--- config.mk ---
export PLATFORM = sky130hd
export DESIGN_NAME = rcarb_outreg
export DESIGN_NICKNAME = d
export VERILOG_FILES = /design/src/rcarb_pkg.sv /design/src/rcarb_outreg.sv
export SDC_FILE = /design/constraint.sdc
export NUM_CORES = 1
export LEC_CHECK = 0
export BUFFER_PORTS_ARGS = -buffer_cell sky130_fd_sc_hd__clkbuf_2
export CAP_MARGIN = 20
export CORE_UTILIZATION = 44
export DETAILED_ROUTE_END_ITERATION = 8
export HOLD_SLACK_MARGIN = 0.1
export PLACE_DENSITY = 0.93
export SYNTH_ARGS = -nofsm -noshare
export SYNTH_HDL_FRONTEND = slang
export SYNTH_SLANG_ARGS = --single-unit
--- constraint.sdc ---
create_clock -name clk -period 1.6 [get_ports clk]
set_clock_uncertainty 0.1 [all_clocks]
set_input_delay 0 -clock clk [delete_from_list [all_inputs] [get_ports clk]]
set_output_delay 0 -clock clk [all_outputs]
set_load 0.02 [all_outputs]
--- src/rcarb_pkg.sv ---
package rcarb_pkg;

    localparam int RANKS     = 64;
    localparam int RANK_W    = $clog2(RANKS);
    localparam int SPEED_W   = 32;
    localparam int DUR_W     = 31;
    localparam int TIME_W    = 64;
    localparam int IN_DATA_W  = 104;
    localparam int OUT_DATA_W = 72;

    localparam logic [RANK_W-1:0] TOP_RANK   = RANK_W'(RANKS - 1);
    localparam logic [TIME_W-1:0] START_TIME = TIME_W'(2);
    localparam logic [TIME_W-1:0] EXP_FOREVER = TIME_W'(0);
    localparam logic [TIME_W-1:0] EXP_ONESHOT = TIME_W'(1);

    localparam logic KIND_TICK   = 1'b0;
    localparam logic KIND_INSERT = 1'b1;

    typedef struct packed {
        logic [TIME_W-1:0]  expiry;
        logic [SPEED_W-1:0] angular;
        logic [SPEED_W-1:0] forward;
    } entry_t;

    typedef struct packed {
        logic              rd_en;
        logic [RANK_W-1:0] rd_addr;
        logic              wr_en;
        logic [RANK_W-1:0] wr_addr;
        entry_t            wr_data;
    } tab_req_t;

    typedef struct packed {
        logic               valid;
        logic [SPEED_W-1:0] forward;
        logic [SPEED_W-1:0] angular;
        logic [RANK_W-1:0]  rank;
        logic               last;
    } result_t;

    typedef enum logic [3:0] {
        ST_IDLE  = 4'b0001,
        ST_START = 4'b0010,
        ST_TCHK  = 4'b0100,
        ST_SCAN  = 4'b1000
    } state_t;

endpackage

--- src/rcarb_outreg.sv ---
module rcarb_outreg (
    input  logic                                  clk,
    input  logic                                  rst_n,
    input  rcarb_pkg::result_t                    emit,
    output logic                                  slot_free,
    output logic                                  m_tvalid,
    input  logic                                  m_tready,
    output logic [rcarb_pkg::OUT_DATA_W-1:0]      m_tdata,
    output logic                                  m_tlast
);

    logic                            valid_reg, valid_next;
    logic [rcarb_pkg::SPEED_W-1:0]   fwd_reg, ang_reg;
    logic [rcarb_pkg::RANK_W-1:0]    rank_reg;
    logic                            last_reg;

    assign slot_free = !valid_reg || m_tready;

    always_comb
    begin
        valid_next = valid_reg;
        if (emit.valid)
        begin
            valid_next = 1'b1;
        end
        else if (m_tready)
        begin
            valid_next = 1'b0;
        end
    end

    always_ff @(posedge clk or negedge rst_n)
    begin
        if (!rst_n)
        begin
            valid_reg <= 1'b0;
        end
        else
        begin
            valid_reg <= valid_next;
        end
    end

    always_ff @(posedge clk)
    begin
        if (emit.valid)
        begin
            fwd_reg  <= emit.forward;
            ang_reg  <= emit.angular;
            rank_reg <= emit.rank;
            last_reg <= emit.last;
        end
    end

    assign m_tvalid = valid_reg;
    assign m_tlast  = last_reg;
    assign m_tdata  = {{(rcarb_pkg::OUT_DATA_W - 2 * rcarb_pkg::SPEED_W - rcarb_pkg::RANK_W){1'b0}},
                       rank_reg, ang_reg, fwd_reg};

endmodule

# == After elaboration in Yosys (flattened, before gate mapping) ==
# Index checks and enable logic that the tools add are counted.
# op_classes
n_reduce_logical,3
mux,2
# op_table
cell,count
$mux 1,2
$reduce_bool 2->1,1
$logic_not 1->1,1
$logic_or 1x1->1,1
# totals
inputBits,75
output_inout_bits,75
elab_cells,10
register_bits,72

# == Logic depth before layout (Yosys ltp) ==
# logic_depth
depth_word,2
mapped_depth,2

# == Worst setup path after synthesis ==
# Ideal clock, no wire load.
# synth_path
kind,reg2reg
start,"register, netlist name m_tvalid"
end,register valid_reg (netlist: m_tvalid)
required_ps,1379
synth_period_minus_slack_ps,872
n_path_buf,0
path_stages_with_launch,3
slack_ps,728
setup_time_ps,121
arrival_ps,651
cell_sequence,dfrtp_1 -> nand2b_4 -> nand2b_2
# synth_rtl
element,line_no,rtl
"end signal, assigned",rcarb_outreg.sv:40,valid_reg <= valid_next;
"end, declared",rcarb_outreg.sv:12,"logic valid_reg, valid_next;"

# == Final worst setup path ==
# layout_path
start,register valid_reg (netlist: m_tvalid)
end,output port slot_free
# layout_between
elab_chain_len,2
# layout_rtl
element,line_no,rtl
$logic_not 1->1,rcarb_outreg.sv:17,assign slot_free = !valid_reg || m_tready;
$logic_or 1x1->1,rcarb_outreg.sv:17,
"end, declared",rcarb_outreg.sv:5,"output logic slot_free,"
# No other way between the ends.

==> out/metrics.yaml <==
power_and_ir_drop:
  peakVddDrop_uv: 783.5
  pwr_density_cell_nw_per_um2: 1039
  leakagePower_nw: 1.736
floorplanning:
  die-width_um: 72.69
  pin_count: 150
  core_um2: 4755
  dieArea_um2: 5283
  fp-row-count: 25
  die_h_um: 72.69
  initial_core_util_pct: 46.24
logic_synthesis:
  yosys_warnings: 0
  syn_avg_cell_area_um2: 28.55
  seq_area_frac_synth_pct: 98.12
  syn_area_um2: 2198
  ys_seq_elements: 72
  synth.distinct_cells: 6
  syn_inst: 77
clock_tree:
  tritoncts: "built"
  cts_buffers: 9
  clock_latency_ns: 0.32
  clockBufferDepth: 2
  clkSinkCount: 72
  cts_max_level: 3
  cts_root_buffer: "clkbuf_8"
  clkTransAtPathRegs_ns: 0.08
sta:
  finalCritPeriodShare_pct: 68.83
  period_needed_ns: 1.101
  max_freq_ghz: 0.9080
  hold_ws_ns: 0.1007
  rsz0062_at_grt: "no"
  slew_viol_final: 0
  final-setup-viol-count: 0
  hold_violations: 0
  final.setup.tns_ns: 0
finish:
  fillerInstances: 252
  antenna_cells: 0
  drive_above_1_share_pct: 51.91
  area_growth_pct: 78.43
  fin_nets: 384
grt:
  groute.usage.overall_pct: 24.38
  grt_max_degree: 73
  grt_pass1_vias: 1834
  overflow: 0
  grt_pass1_wl_um: 9052
  antenna_found_initial: 0
setup_path:
  critPathTopFamily: "flip-flops"
  start_kind: "register"
  path_cells: "nand2b_4 -> clkbuf_2"
  path_buf_inv: 1
  max_stage_delay_ns: 0.42
  slowest_stage: "dfrtp_1"
  critPathMaxFanout: 2
  arrival_ns: 1.00
  worst_ep_required_time_ns: 1.50
  critical_path.endpoint_type: "output pin"
  critPathKind: "register to output pin"
detailed_routing:
  via_per_inst: 4.349
  wl_per_cell_um: 15.73
  via_count: 1657
  drcViolationCount: 0
  routed_wl_um: 5995
  drt_first_pass_iters: 4
  ant_nets: 0
  drt_iter0_drc: 98
place:
  place.gp.congestion: 0.6409
  io_buffers: 147
job:
  cap_violations: 0
outcome:
  status: "completed"
min_path:
  hold_path_class: "input pin to register"
-- where the power goes --
part,switching (W),internal (W),total [W]
Clock,0.000618,0.000548,0.00117
Sequential,0.0000467,0.00224,0.00228
Combinational,0.000343,0.000280,0.000624
Total,0.00101,0.00307,0.00407
-- metrics by stage --
step	cells	util, %	setup slack (ns)	power (W)	cell area, um2
after floorplan	78	-	0.7280	0.002529	2202
after global placement	291	63.66	0.7276	0.002773	3027
after detailed placement	291	63.66	0.7092	0.002789	3027
after CTS	381	82.50	0.4876	0.004073	3923
after global routing	381	82.50	0.4414	0.004225	3923
final	381	82.50	0.4987	0.004074	3923
-- layer usage --
metal / part of all wire [%] / vias up / wire (um) / GRT usage, %
li1: - / 766 / - / -
met1: 34 / 777 / 2065 / 24.03
met2: 55 / 99 / 3273 / 45.38
met3: 8.3 / 15 / 498 / 8.287
met4: 2.6 / 0 / 158 / 11.76
met5: 0 / - / 0 / 0
-- cells by family after synthesis --
logic type	count (synthesis)	synth area share (%)
DFF	72	98.12
and+or+nand+nor	2	1.024
buffers and inverters	2	0.6828
other	1	0.1706
-- cells in the mapped netlist (all sizes together) --
cell type | n | area share, %
nand2b | 2 | 1.0
edfxtp | 71 | 97
conb | 1 | 0.17
buf | 2 | 0.68
dfrtp | 1 | 1.1
-- final timing paths --
kind | cells after the start | start | endpoint | slack (ns)
worst max-delay path | 2 | m_tvalid | slot_free | 0.50
worst max register to register | 2 | m_tvalid | m_tvalid | 0.82
worst min register to register | 2 | m_tvalid | m_tvalid | 0.47
max in group asynchronous | 3 | rst_n | m_tvalid | 0.90
worst min-delay path | 2 | emit[71] | fwd_reg[12] | 0.10
min in group asynchronous | 3 | rst_n | m_tvalid | 0.40
-- final cells by class --
type	instances	area (um2)	share of cell area, %
multi-input cells	4	30.03	0.7656
repair buffers	222	1496	38.15
well taps	67	83.83	2.137
clock inverters	5	23.77	0.6061
clock buffers	11	131.4	3.349
flip-flops and latches	72	2157	54.99
-- what timing repair did --
action | 4_1_cts | 5_1_grt
resized for setup | 0 | 0
hold endpoints to repair | 73 | 0
endpoints found under the setup margin | 0 | 0
setup buffers | 0 | 0
hold buffers | 74 | 0
-- cell usage in the layout (no fill, tap or decap), drive strengths merged --
cell type and count:
clkbuf 157, dlygate4sd3 74, edfxtp 71, clkinv 5, conb 2, nand2b 2, buf 2, dfrtp 1
No activity file was read; power rests on OpenSTA's default activity.
