File: src/rcarb_pkg.sv
package rcarb_pkg;

    localparam int RANKS     = 64;
    localparam int RANK_W    = $clog2(RANKS);
    localparam int SPEED_W   = 32;
    localparam int DUR_W     = 31;
    localparam int TIME_W    = 64;
    localparam int IN_DATA_W  = 104;
    localparam int OUT_DATA_W = 72;

    localparam logic [RANK_W-1:0] TOP_RANK   = RANK_W'(RANKS - 1);
    localparam logic [TIME_W-1:0] START_TIME = TIME_W'(2);
    localparam logic [TIME_W-1:0] EXP_FOREVER = TIME_W'(0);
    localparam logic [TIME_W-1:0] EXP_ONESHOT = TIME_W'(1);

    localparam logic KIND_TICK   = 1'b0;
    localparam logic KIND_INSERT = 1'b1;

    typedef struct packed {
        logic [TIME_W-1:0]  expiry;
        logic [SPEED_W-1:0] angular;
        logic [SPEED_W-1:0] forward;
    } entry_t;

    typedef struct packed {
        logic              rd_en;
        logic [RANK_W-1:0] rd_addr;
        logic              wr_en;
        logic [RANK_W-1:0] wr_addr;
        entry_t            wr_data;
    } tab_req_t;

    typedef struct packed {
        logic               valid;
        logic [SPEED_W-1:0] forward;
        logic [SPEED_W-1:0] angular;
        logic [RANK_W-1:0]  rank;
        logic               last;
    } result_t;

    typedef enum logic [3:0] {
        ST_IDLE  = 4'b0001,
        ST_START = 4'b0010,
        ST_TCHK  = 4'b0100,
        ST_SCAN  = 4'b1000
    } state_t;

endpackage

File: src/rcarb_ctrl.sv
module rcarb_ctrl (
    input  logic                                clk,
    input  logic                                rst_n,
    input  logic                                in_valid,
    output logic                                in_ready,
    input  logic                                in_kind,
    input  logic [rcarb_pkg::RANK_W-1:0]        in_rank,
    input  logic [rcarb_pkg::SPEED_W-1:0]       in_forward,
    input  logic [rcarb_pkg::SPEED_W-1:0]       in_angular,
    input  logic [rcarb_pkg::DUR_W-1:0]         in_duration,
    input  logic                                slot_free,
    output rcarb_pkg::tab_req_t                 req,
    input  rcarb_pkg::entry_t                   rd_data,
    output rcarb_pkg::result_t                  emit
);

    rcarb_pkg::state_t                 state_reg, state_next;
    logic [rcarb_pkg::RANK_W-1:0]      cur_reg, cur_next;
    logic [rcarb_pkg::RANK_W-1:0]      ev_rank_reg, ev_rank_next;
    logic [rcarb_pkg::TIME_W-1:0]      time_reg, time_next;
    logic [rcarb_pkg::RANKS-1:0]       valid_reg, valid_next;

    logic                              accept;
    logic [rcarb_pkg::TIME_W:0]        exp_sum;
    logic [rcarb_pkg::TIME_W-1:0]      new_exp;
    logic [rcarb_pkg::TIME_W-1:0]      ev_exp;
    logic                              ev_top;

    assign in_ready = (state_reg == rcarb_pkg::ST_IDLE);
    assign accept   = in_valid && in_ready;

    assign exp_sum = {1'b0, time_reg} + {{(rcarb_pkg::TIME_W + 1 - rcarb_pkg::DUR_W){1'b0}},
                                         in_duration};
    assign ev_top  = (ev_rank_reg == rcarb_pkg::TOP_RANK);
    assign ev_exp  = ev_top ? rcarb_pkg::EXP_FOREVER : rd_data.expiry;

    always_comb
    begin
        if (in_duration == '0)
        begin
            new_exp = rcarb_pkg::EXP_ONESHOT;
        end
        else if (exp_sum[rcarb_pkg::TIME_W])
        begin
            new_exp = '1;
        end
        else
        begin
            new_exp = exp_sum[rcarb_pkg::TIME_W-1:0];
        end
    end

    always_comb
    begin
        state_next   = state_reg;
        cur_next     = cur_reg;
        ev_rank_next = ev_rank_reg;
        time_next    = time_reg;
        valid_next   = valid_reg;
        req          = '0;
        req.wr_addr  = in_rank;
        req.wr_data.expiry  = new_exp;
        req.wr_data.angular = in_angular;
        req.wr_data.forward = in_forward;
        emit         = '0;
        emit.forward = ev_top ? '0 : rd_data.forward;
        emit.angular = ev_top ? '0 : rd_data.angular;
        emit.rank    = ev_rank_reg;

        case (state_reg)
            rcarb_pkg::ST_IDLE:
            begin
                if (accept)
                begin
                    if (in_kind == rcarb_pkg::KIND_TICK)
                    begin
                        if (time_reg != '1)
                        begin
                            time_next = time_reg + rcarb_pkg::TIME_W'(1);
                        end
                        if (cur_reg != rcarb_pkg::TOP_RANK)
                        begin
                            req.rd_en   = 1'b1;
                            req.rd_addr = cur_reg;
                            state_next  = rcarb_pkg::ST_TCHK;
                        end
                    end
                    else
                    begin
                        ev_rank_next = cur_reg;
                        if (in_rank < rcarb_pkg::TOP_RANK)
                        begin
                            req.wr_en           = 1'b1;
                            valid_next[in_rank] = 1'b1;
                            if (in_rank <= cur_reg)
                            begin
                                cur_next     = in_rank;
                                ev_rank_next = in_rank;
                            end
                        end
                        state_next = rcarb_pkg::ST_START;
                    end
                end
            end

            rcarb_pkg::ST_START:
            begin
                req.rd_en   = 1'b1;
                req.rd_addr = ev_rank_reg;
                state_next  = rcarb_pkg::ST_SCAN;
            end

            rcarb_pkg::ST_TCHK:
            begin
                if ((rd_data.expiry >= rcarb_pkg::TIME_W'(2)) && (rd_data.expiry <= time_reg))
                begin
                    valid_next[cur_reg] = 1'b0;
                    req.rd_en    = 1'b1;
                    req.rd_addr  = cur_reg + rcarb_pkg::RANK_W'(1);
                    ev_rank_next = cur_reg + rcarb_pkg::RANK_W'(1);
                    state_next   = rcarb_pkg::ST_SCAN;
                end
                else
                begin
                    state_next = rcarb_pkg::ST_IDLE;
                end
            end

            rcarb_pkg::ST_SCAN:
            begin
                if (!valid_reg[ev_rank_reg])
                begin
                    req.rd_en    = 1'b1;
                    req.rd_addr  = ev_rank_reg + rcarb_pkg::RANK_W'(1);
                    ev_rank_next = ev_rank_reg + rcarb_pkg::RANK_W'(1);
                end
                else if (ev_top || (ev_exp == rcarb_pkg::EXP_FOREVER) || (ev_exp > time_reg))
                begin
                    if (slot_free)
                    begin
                        emit.valid = 1'b1;
                        emit.last  = 1'b1;
                        cur_next   = ev_rank_reg;
                        state_next = rcarb_pkg::ST_IDLE;
                    end
                end
                else if (ev_exp == rcarb_pkg::EXP_ONESHOT)
                begin
                    // one-shot passed on the way up: sent once, then dropped
                    if (slot_free)
                    begin
                        emit.valid   = 1'b1;
                        valid_next[ev_rank_reg] = 1'b0;
                        req.rd_en    = 1'b1;
                        req.rd_addr  = ev_rank_reg + rcarb_pkg::RANK_W'(1);
                        ev_rank_next = ev_rank_reg + rcarb_pkg::RANK_W'(1);
                    end
                end
                else
                begin
                    valid_next[ev_rank_reg] = 1'b0;
                    req.rd_en    = 1'b1;
                    req.rd_addr  = ev_rank_reg + rcarb_pkg::RANK_W'(1);
                    ev_rank_next = ev_rank_reg + rcarb_pkg::RANK_W'(1);
                end
            end

            default:
            begin
                state_next = rcarb_pkg::ST_IDLE;
            end
        endcase
    end

    always_ff @(posedge clk or negedge rst_n)
    begin
        if (!rst_n)
        begin
            state_reg   <= rcarb_pkg::ST_IDLE;
            cur_reg     <= rcarb_pkg::TOP_RANK;
            ev_rank_reg <= rcarb_pkg::TOP_RANK;
            time_reg    <= rcarb_pkg::START_TIME;
            valid_reg   <= {1'b1, {(rcarb_pkg::RANKS - 1){1'b0}}};
        end
        else
        begin
            state_reg   <= state_next;
            cur_reg     <= cur_next;
            ev_rank_reg <= ev_rank_next;
            time_reg    <= time_next;
            valid_reg   <= valid_next;
        end
    end

endmodule

File: config.mk
export PLATFORM = sky130hd
export DESIGN_NAME = rcarb_ctrl
export DESIGN_NICKNAME = d
export VERILOG_FILES = /design/src/rcarb_pkg.sv /design/src/rcarb_ctrl.sv
export SDC_FILE = /design/constraint.sdc
export NUM_CORES = 1
export LEC_CHECK = 0
export ABC_AREA = 1
export BUFFER_PORTS_ARGS = -buffer_cell sky130_fd_sc_hd__buf_2
export CAP_MARGIN = 20
export CORE_MARGIN = 1.5
export CORE_UTILIZATION = 55
export DETAILED_ROUTE_END_ITERATION = 16
export PLACE_DENSITY_LB_ADDON = 0.12
export SYNTH_ARGS = -nofsm -noshare
export SYNTH_HDL_FRONTEND = slang
export SYNTH_SLANG_ARGS = --single-unit
File: constraint.sdc
create_clock -name clk -period 4 [get_ports clk]
set_input_delay 0.4 -clock clk [delete_from_list [all_inputs] [get_ports clk]]
set_output_delay 0.4 -clock clk [all_outputs]
set_load 0.03 [all_outputs]
After elaboration in Yosys (flattened, before gate mapping)
Index checks and enable logic that the tools add are counted.
Widths: inputs -> output; s select.

storage, ports and cells
  flip-flop bits (word level) = 144
  bits in latches = 0
  memory bits (writable) = 0
  bits in read-only memories = 0
  input bits = 234
  output and inout port bits = 215
  word-level logic and storage cells = 126
  memories kept = 0

cells by class
  add/sub/neg operators = 4
  multipliers = 0
  div/mod/pow operators = 0
  order comparisons = 11
  eq/ne operators = 20
  shifts and indexed selects = 0
  mux-type cells = 64
  bitwise gates (word level) = 6
  reductions and logical operators = 16

operators by type and width
  kind                   count
  $mux 64                11
  $pmux 64 s3            1
  $and 64x64->64         2
  $not 64->64            2
  $mux 6                 12
  $add 64x31->65         1
  $add 64x1->64 const B  1
  $eq 64x1->1 const B    1
  $ge 64x2->1 const B    1
  $gt 64x64->1           1
  $le 64x64->1           1
  $logic_not 64->1       1
  $mux 32                2
  $ne 64x64->1 const B   1
  $or 64x64->64          1
  $mux 7                 7
  $logic_not 31->1       1
  $mux 4                 7
  $pmux 7 s4             1
  $lt 6x7->1 const B     3
  $demux 1 s6            3
  $ge 6x1->1 const B     3
  $pmux 6 s3             1
  $pmux 4 s4             1
  27 further kinds       55

Depth between registers and ports, before layout
Gate-level depths: netlist of run 1.

  depth in word-level cells = 11
  depth in mapped cells = 29
  depth with buffers taken out = 26

Least setup slack after synthesis of run 1
OpenSTA, ideal clock, no wires.

  path kind = reg-to-output
  from = register ev_rank_reg[3] (netlist name)
  to = output port emit[71] (netlist name)
  arrival time = 4039 ps
  data required time = 3600 ps
  slack = -439 ps
  cell stages (with the launch flop) = 23
  path buffers = 4
  path through = dfstp_2 buf_2 inv_1 nor2_1 nand2_1 inv_1 clkbuf_1 clkbuf_1 buf_2 nor2_1 ha_1 nand2_1 nor2_1 nand2_1 nor4_1 nand2_1 nand2_1 nand2_1 nand2_1 nand2_1 nand2_1 a21oi_1 nor4_1

RTL lines
  item                    line               text
  start, declared         rcarb_ctrl.sv:19   logic [rcarb_pkg::RANK_W-1:0] ev_rank_reg, ev_rank_next;
  start signal, assigned  rcarb_ctrl.sv:181  ev_rank_reg <= rcarb_pkg::TOP_RANK;
  start signal, assigned  rcarb_ctrl.sv:189  ev_rank_reg <= ev_rank_next;
  end, declared           rcarb_ctrl.sv:14   output rcarb_pkg::result_t emit

==> results of run 1 <==
layer usage:
metal  routed length [um]  track usage, %  share of wire (%)  vias up
met4                 4816           23.08                6.2        4
met1                29640           51.51                 38    10420
met2                34440           68.45                 45     1367
met3                 8127           10.73                 11      311
met5                  122           2.198               0.16        -
li1                     -               -                  -    10680
kinds of logic after synthesis:
logic type / Yosys count
AOI/OAI and AO/OA: 516
adders and majority gates: 169
and+or+nand+nor: 1543
xor gates and xnor gates: 93
buffers and inverters: 653
DFF: 144
cell type report:
class                      count  share of cell area (%)
sequential                   144                   16.49
clock inverter                14                  0.4898
inverter                     488                   8.373
timing repair inverter         1                 0.05126
tap                          448                   2.552
timing repair buffer         395                   11.21
clock buffer                  18                   1.954
antenna                        1                 0.01139
multi-input combinational   2321                   58.87
power by group:
group	switching (mW)	internal (mW)	total (mW)
Clock	0.722	0.799	1.52
Combinational	5.04	2.32	7.36
Sequential	0.475	2.00	2.47
cells in the final DEF (no fill, tap or decap), types with 53 or more instances in the layout:
| cell type | synthesis | layout |
|---|---|---|
| o22ai_1 | 53 | 53 |
| nand3_1 | 127 | 122 |
| inv_1 | 465 | 462 |
| nor2_1 | 413 | 393 |
| a21oi_1 | 171 | 160 |
| o21ai_0 | 190 | 183 |
| dfrtp_1 | 129 | 129 |
| buf_2 | 34 | 310 |
| nor3_1 | 94 | 93 |
| nand2_1 | 712 | 693 |
| xor2_1 | 73 | 73 |
| buf_4 | 80 | 54 |
| ha_1 | 168 | 160 |
| nand4_1 | 126 | 126 |
through the flow:
stage | total power [mW] | setup TNS [ns] | instance area, um2
floorplan | 7.533 | -0.0005449 | 18980
global route | 12.18 | -2.417 | 21960
finish | 11.36 | -1.005 | 21970
global placement | 9.177 | -0.01131 | 20520
detailed placement | 9.379 | -0.6752 | 20520
CTS | 11.06 | -0.6747 | 21610
worst register-to-register path, stage by stage, from the launching register on:
cell	delay [ns]
dfstp_2	0.56
ha_4	0.15
nand2_4	0.06
nor2_4	0.11
nand2_4	0.09
inv_8	0.07
buf_12	0.12
buf_12	0.12
nor2_1	0.05
ha_1	0.30
nand2_2	0.08
nor4_4	0.24
nand2_2	0.15
nor2_4	0.13
buf_6	0.13
nand4_1	0.10
nand2_2	0.12
nand2_2	0.07
buf_4	0.15
buf_6	0.12
buf_4	0.13
buf_4	0.12
nand3_1	0.21
nand3_2	0.18
nand2_1	0.10
nand2_1	0.06
worst min path at each step:
stage,endpoint,slack (ns)
CTS,state_reg[2],0.24
global route,state_reg[2],0.27
finish,state_reg[2],0.25
detailed placement,time_reg[12],0.45
global placement,valid_reg[4],0.45
floorplan,state_reg[1],0.10
timing repair:
| action | in CTS | in global routing |
|---|---|---|
| pin swaps | 40 | 38 |
| resized for setup | 89 | 53 |
| gates cloned | 3 | 2 |
| endpoints found under the hold margin | 2 | 0 |
| buffers inserted | 15 | 9 |
| hold buffers | 1 | 0 |
| endpoints found under the setup margin | 26 | 35 |
==> results.yml, run 1 <==
status:
  status: "complete, but fails checks"
  violations: "setup timing"
final_layout:
  area_growth_pct: 15.87
  multiInputGateArea_mm2: 0.01293
  regArea_mm2: 0.003622
  final_cells: 3830
  nFillCells: 3180
  nNetsFinal: 3771
  fin_util_pct: 65.19
  layout-drive-gt1-share_pct: 16.95
global_route:
  antenna_found_initial: 2
  grt_pass1_wl_mm: 117.8
  track_usage_pct: 42.40
  grt_max_degree: 70
  grt_overflow_total: 0
  grt_pass1_vias: 21390
job:
  maxCapViolCount: 0
place:
  io_buffers: 320
  dp_hpwl_mm: 59.41
  placed_cells: 3768
  preCtsSetupSlack_ns: -0.09173
  gp_congestion: 1.040
worst_setup_path:
  setup.worst_path.end_class: "output port"
  critPathMaxStageDelay_ns: 0.56
  r2r-start: "ev_rank_reg[0]"
  path_cells: "ha_4 > nand2_4 > nor2_4 > nand2_4 > inv_8 > buf_12 > buf_12 > nor2_1 > ha_1 > nand2_2 > nor4_4 > nand2_2 > nor2_4 > buf_6 > nand4_1 > nand2_2 > nand2_2 > buf_4 > buf_6 > nand2_4 > nor2_4 > buf_6 > buf_6"
  crit_buf_inv: 8
  crit_required_ns: 3.60
  crit_end: "emit[0]"
  critPathMaxFanout: 4
  critical_path_class: "reg2out"
  crit_slowest_cell: "dfstp_2"
  reg2reg_to: "ev_rank_reg[1]"
  cp.depth: 23
  arrival_ns: 3.75
  r2r_slack_ns: 0.20
  startpoint_type: "flip-flop"
  cp-startpoint: "ev_rank_reg[0]"
  reg2reg_depth: 25
  cp_top_family: "simple AND/OR/NAND/NOR gates"
clock_tree:
  cts_tree: "done"
  root_buffer: "clkbuf_16"
  htreeDepth: 4
  cts_buffers: 17
  cts.sinks: 144
  clk_latency_ns: 0.45
  clk_pin_slew_ns: 0.07
  clk_path_buf_depth: 2
synth:
  yosysTopAreaCellShare_pct: 17.03
  synth_top_area_cell: "dfrtp_1"
  ys_seq_elements: 144
  synth_edf_count: 0
  yosysMostFrequentCell: "nand2_1"
  synthesis.instances: 3118
  synthXorXnorAreaFrac_pct: 4.296
  yosysWarnings: 0
  synth_area_mm2: 0.01896
  synth_top_family_by_area: "simple AND/OR/NAND/NOR gates"
  synth_nets: 3521
  synth_compound_area_share_pct: 15.03
  synth_common_cells: "712 x nand2_1, 465 x inv_1, 413 x nor2_1"
  seq_area_frac_synth_pct: 19.11
  syn_area_per_cell_um2: 6.080
  async_reset_ff_share_pct: 100.0
  synth.area.mux_share_pct: 0
  synth-simple-area-share_pct: 35.32
  ys_types: 46
  synth-main-ff-cell: "dfrtp_1"
  synth.area.top_cells: "dfrtp_1 17%, nand2_1 14%, ha_1 11%"
  synthAdderAreaFrac_pct: 11.19
sta:
  worstMarginPinSlew_ns: 1.053
  slew-limit-headroom_pct: 29.69
  setup-violations-final: 9
  finalCriticalPeriod_ns: 4.147
  fin_crit_sh_pct: 103.7
  drv_slew: 0
  rsz0062_at_grt: "yes"
  fmax_ghz: 0.2411
  finalClockSkew_ns: 0.01122
  hold_violations: 0
  setup_slack_ns: -0.1469
  whs_ns: 0.2546
drt:
  drcViolationCount: 0
  wl_per_cell_um: 20.14
  postRouteAntennaNets: 0
  vias: 22780
  wirelength_mm: 77.15
  vias_per_cell: 5.948
  first_iter_violations: 2517
  dr.pass1.iters: 9
power:
  ir_worst_vdd_mv: 0.4391
  leakage_nw: 10.90
  power.density_mw_per_mm2: 517.0
hold_path:
  hold_depth: 2
  min_from: "in_kind"
  hold_class: "in2reg"
floorplan:
  core_mm2: 0.03370
  fp.dieW_um: 188.7
  io_pins: 449
  start_util_pct: 56.26
  fp.dieH_um: 188.7
  dieArea_mm2: 0.03559
  rows: 67
Power figures use the tool's default switching activity.
==> run 2, diff against run 1 <==
--- a/config.mk
+++ b/config.mk
@@ -5,11 +5,11 @@
 export SDC_FILE = /design/constraint.sdc
 export NUM_CORES = 1
 export LEC_CHECK = 0
-export ABC_AREA = 1
+export ABC_AREA = 0
 export BUFFER_PORTS_ARGS = -buffer_cell sky130_fd_sc_hd__buf_2
 export CAP_MARGIN = 20
 export CORE_MARGIN = 1.5
-export CORE_UTILIZATION = 55
+export CORE_UTILIZATION = 54
 export DETAILED_ROUTE_END_ITERATION = 16
 export PLACE_DENSITY_LB_ADDON = 0.12
 export SYNTH_ARGS = -nofsm -noshare
==> run 2 against run 1 <==
Effect of this change:
- the flow finishes with violations (hold timing, setup timing)
- clock skew increased by 0.0092 ns
- maximum frequency decreased by 18%
- largest cell class unchanged
- total power decreased by 24%
- global-route usage increased by 0.52 points
- die area decreased by 15%
- sequential power decreased by 13%
- largest power group unchanged
- critical endpoint is now req[137]
- sequential share of layout area increased by 0.98 points
==> results.yml, run 2 <==
power:
  clockPowerShare_pct: 19.4
  leakage_nw: 9.146
  power.total_mw: 8.681
  seq_power_share_pct: 24.8
  p_switching_mw: 4.130
  p_sw_share_pct: 47.58
  intPower_mw: 4.551
  p_comb_share_pct: 55.8
  ir_worst_vdd_mv: 0.4046
  power.density_mw_per_mm2: 418.2
place:
  dp_hpwl_mm: 49.52
  postPlaceCellArea_mm2: 0.01870
  gp_congestion: 1.013
  io_buffers: 320
drt:
  drcViolationCount: 0
  vias_per_cell: 6.687
  wl_per_cell_um: 24.06
  postRouteAntennaNets: 0
  vias: 18720
  dr.pass1.iters: 6
  first_iter_violations: 2151
  wirelength_mm: 67.37
synth:
  syn_area_per_cell_um2: 7.923
  synthesis.instances: 1988
  synth_nets: 2391
  synth_common_cells: "197 x a21oi_1, 168 x ha_1, 143 x nand2_1"
  synth.area.top_cells: "dfrtp_1 20%, ha_1 13%, a21oi_1 6.3%"
  synth_edf_count: 0
  synth_area_mm2: 0.01575
  synth_top_area_cell: "dfrtp_1"
  async_reset_ff_share_pct: 100.0
  seq_area_frac_synth_pct: 23.00
  synth-main-ff-cell: "dfrtp_1"
  yosysMostFrequentCell: "a21oi_1"
  ys_seq_elements: 144
  yosysTopAreaCellShare_pct: 20.49
  ys_types: 75
  yosysWarnings: 0
clock_tree:
  cts_tree: "done"
  cts_buffers: 17
  htreeDepth: 4
  root_buffer: "clkbuf_16"
  clk_path_buf_depth: 2
  clk_pin_slew_ns: 0.07
  clk_latency_ns: 0.46
  cts.sinks: 144
floorplan:
  fp.dieW_um: 173.8
  core_mm2: 0.02870
  start_util_pct: 54.88
  io_pins: 449
  rows: 62
  dieArea_mm2: 0.03020
  fp.dieH_um: 173.8
sta:
  setup-violations-final: 87
  finalClockSkew_ns: 0.02047
  worstMarginPinSlew_ns: 1.103
  fmax_ghz: 0.1981
  fin_crit_sh_pct: 126.2
  slew-limit-headroom_pct: 25.92
  setup_slack_ns: -1.047
  drv_slew: 0
  hold_violations: 8
  whs_ns: -0.02850
  rsz0062_at_grt: "yes"
  finalCriticalPeriod_ns: 5.047
global_route:
  grt_overflow_total: 0
  grt_pass1_vias: 18040
  antenna_found_initial: 8
  track_usage_pct: 42.92
  grt_max_degree: 85
  grt_pass1_wl_mm: 101.0
worst_setup_path:
  crit_slowest_cell: "dfstp_2"
  reg2reg_depth: 23
  crit_required_ns: 3.60
  r2r_slack_ns: -0.68
  arrival_ns: 4.65
  critPathMaxStageDelay_ns: 0.57
  r2r-start: "ev_rank_reg[1]"
  setup.worst_path.end_class: "output port"
  reg2reg_to: "valid_reg[54]"
  path_cells: "ha_4 > nand2_4 > nor2_4 > buf_12 > buf_12 > nor2b_2 > ha_1 > nand4_4 > nor4_4 > nand4_1 > or3_4 > or4_4 > o21a_4 > o21a_4 > buf_6 > nor4b_4 > a211o_1 > buf_6"
  critical_path_class: "reg2out"
  cp.depth: 18
  critPathMaxFanout: 6
  startpoint_type: "flip-flop"
  crit_buf_inv: 4
  cp_top_family: "simple AND/OR/NAND/NOR gates"
final_layout:
  nFillCells: 2324
  fin_area_mm2: 0.02075
  most-common-layout-cells: "298 x buf_2, 190 x buf_4, 178 x a21oi_1"
  area_growth_pct: 31.77
  regArea_mm2: 0.003626
  layout-drive-gt1-share_pct: 31.08
  final_common_cell: "buf_2"
  nNetsFinal: 2800
  multiInputGateArea_mm2: 0.01160
hold_path:
  hold_class: "in2async"
job:
  maxCapViolCount: 0
status:
  status: "complete, but fails checks"
  violations: "hold timing, setup timing"
run 2: cell count changes after synthesis, moves of 50 or more:
cell,change
inv_1,-357
nand2_1,-569
nand4_1,-74
nor2_1,-286
nor2b_1,+139
o21ai_0,-128
o221ai_1,+50
xnor2_1,+74
xor2_1,-54
run 2: worst max-delay path by stage:
| stage | endpoint | from | slack [ns] |
|---|---|---|---|
| 2_1_floorplan | req[135] | ev_rank_reg[5] | -0.59 |
| 3_3_place_gp | req[137] | ev_rank_reg[1] | -0.52 |
| 3_5_place_dp | req[138] | ev_rank_reg[1] | -0.63 |
| 4_1_cts | req[138] | ev_rank_reg[1] | -1.0 |
| 5_1_grt | req[138] | ev_rank_reg[1] | -1.13 |
| 6_report | req[137] | ev_rank_reg[1] | -1.05 |
run 2: repair_timing:
action,in CTS,in global routing
hold buffers,0,0
endpoints found under the setup margin,143,146
gates resized for setup,103,76
pin swaps,21,34
hold endpoints to repair,0,0
buffers inserted,28,21
gates cloned,15,2
run 2: layout make-up:
cell class | instances | share of cell area (%)
Inverter | 111 | 2.020
Tap cell | 384 | 2.315
Clock buffer | 19 | 2.182
Timing Repair Buffer | 551 | 19.33
Sequential cell | 144 | 17.47
Multi-Input combinational cell | 1572 | 55.91
Antenna cell | 6 | 0.07234
Clock inverter | 13 | 0.6993
run 2: power groups by stage:
stage	logic [mW]	clock network (mW)	registers, mW
2_1_floorplan	3.01	0	2.09
3_3_place_gp	4.14	0	2.12
3_5_place_dp	4.23	0	2.14
4_1_cts	4.56	1.68	2.12
5_1_grt	5.09	1.75	2.18
6_report	4.84	1.69	2.15
run 2: logic make-up after synthesis:
kind of cell | synth area share, %
XOR/XNOR | 6.283
flip-flops | 23.00
AO/OA/AOI/OAI | 21.69
multiplexers | 2.351
buffers and inverters | 8.436
adder cells (fa/ha/maj) | 13.47
AND/OR/NAND/NOR | 24.78
run 2: through the flow:
step	util (%)	std cells	hold WS [ns]	setup TNS (ns)	setup slack [ns]
after floorplan	-	1988	0.1044	-12.26	-0.5879
after global placement	65.14	2701	0.4756	-14.65	-0.5183
after detailed placement	65.14	2701	0.5008	-20.33	-0.6339
after CTS	70.75	2776	0.04021	-49.44	-0.9984
after global routing	72.31	2800	0.04116	-57.75	-1.131
final	72.31	2800	-0.02850	-50.47	-1.047
run 2: layer usage:
layer / global-route usage [%] / wire length (um) / up-vias / part of all wire (%)
met5: 0 / 13 / - / 0.019
met4: 26.58 / 5027 / 2 / 7.5
met3: 12.41 / 8258 / 382 / 12
met2: 69.18 / 30050 / 1492 / 45
met1: 50.33 / 24020 / 8701 / 36
li1: - / - / 8146 / -
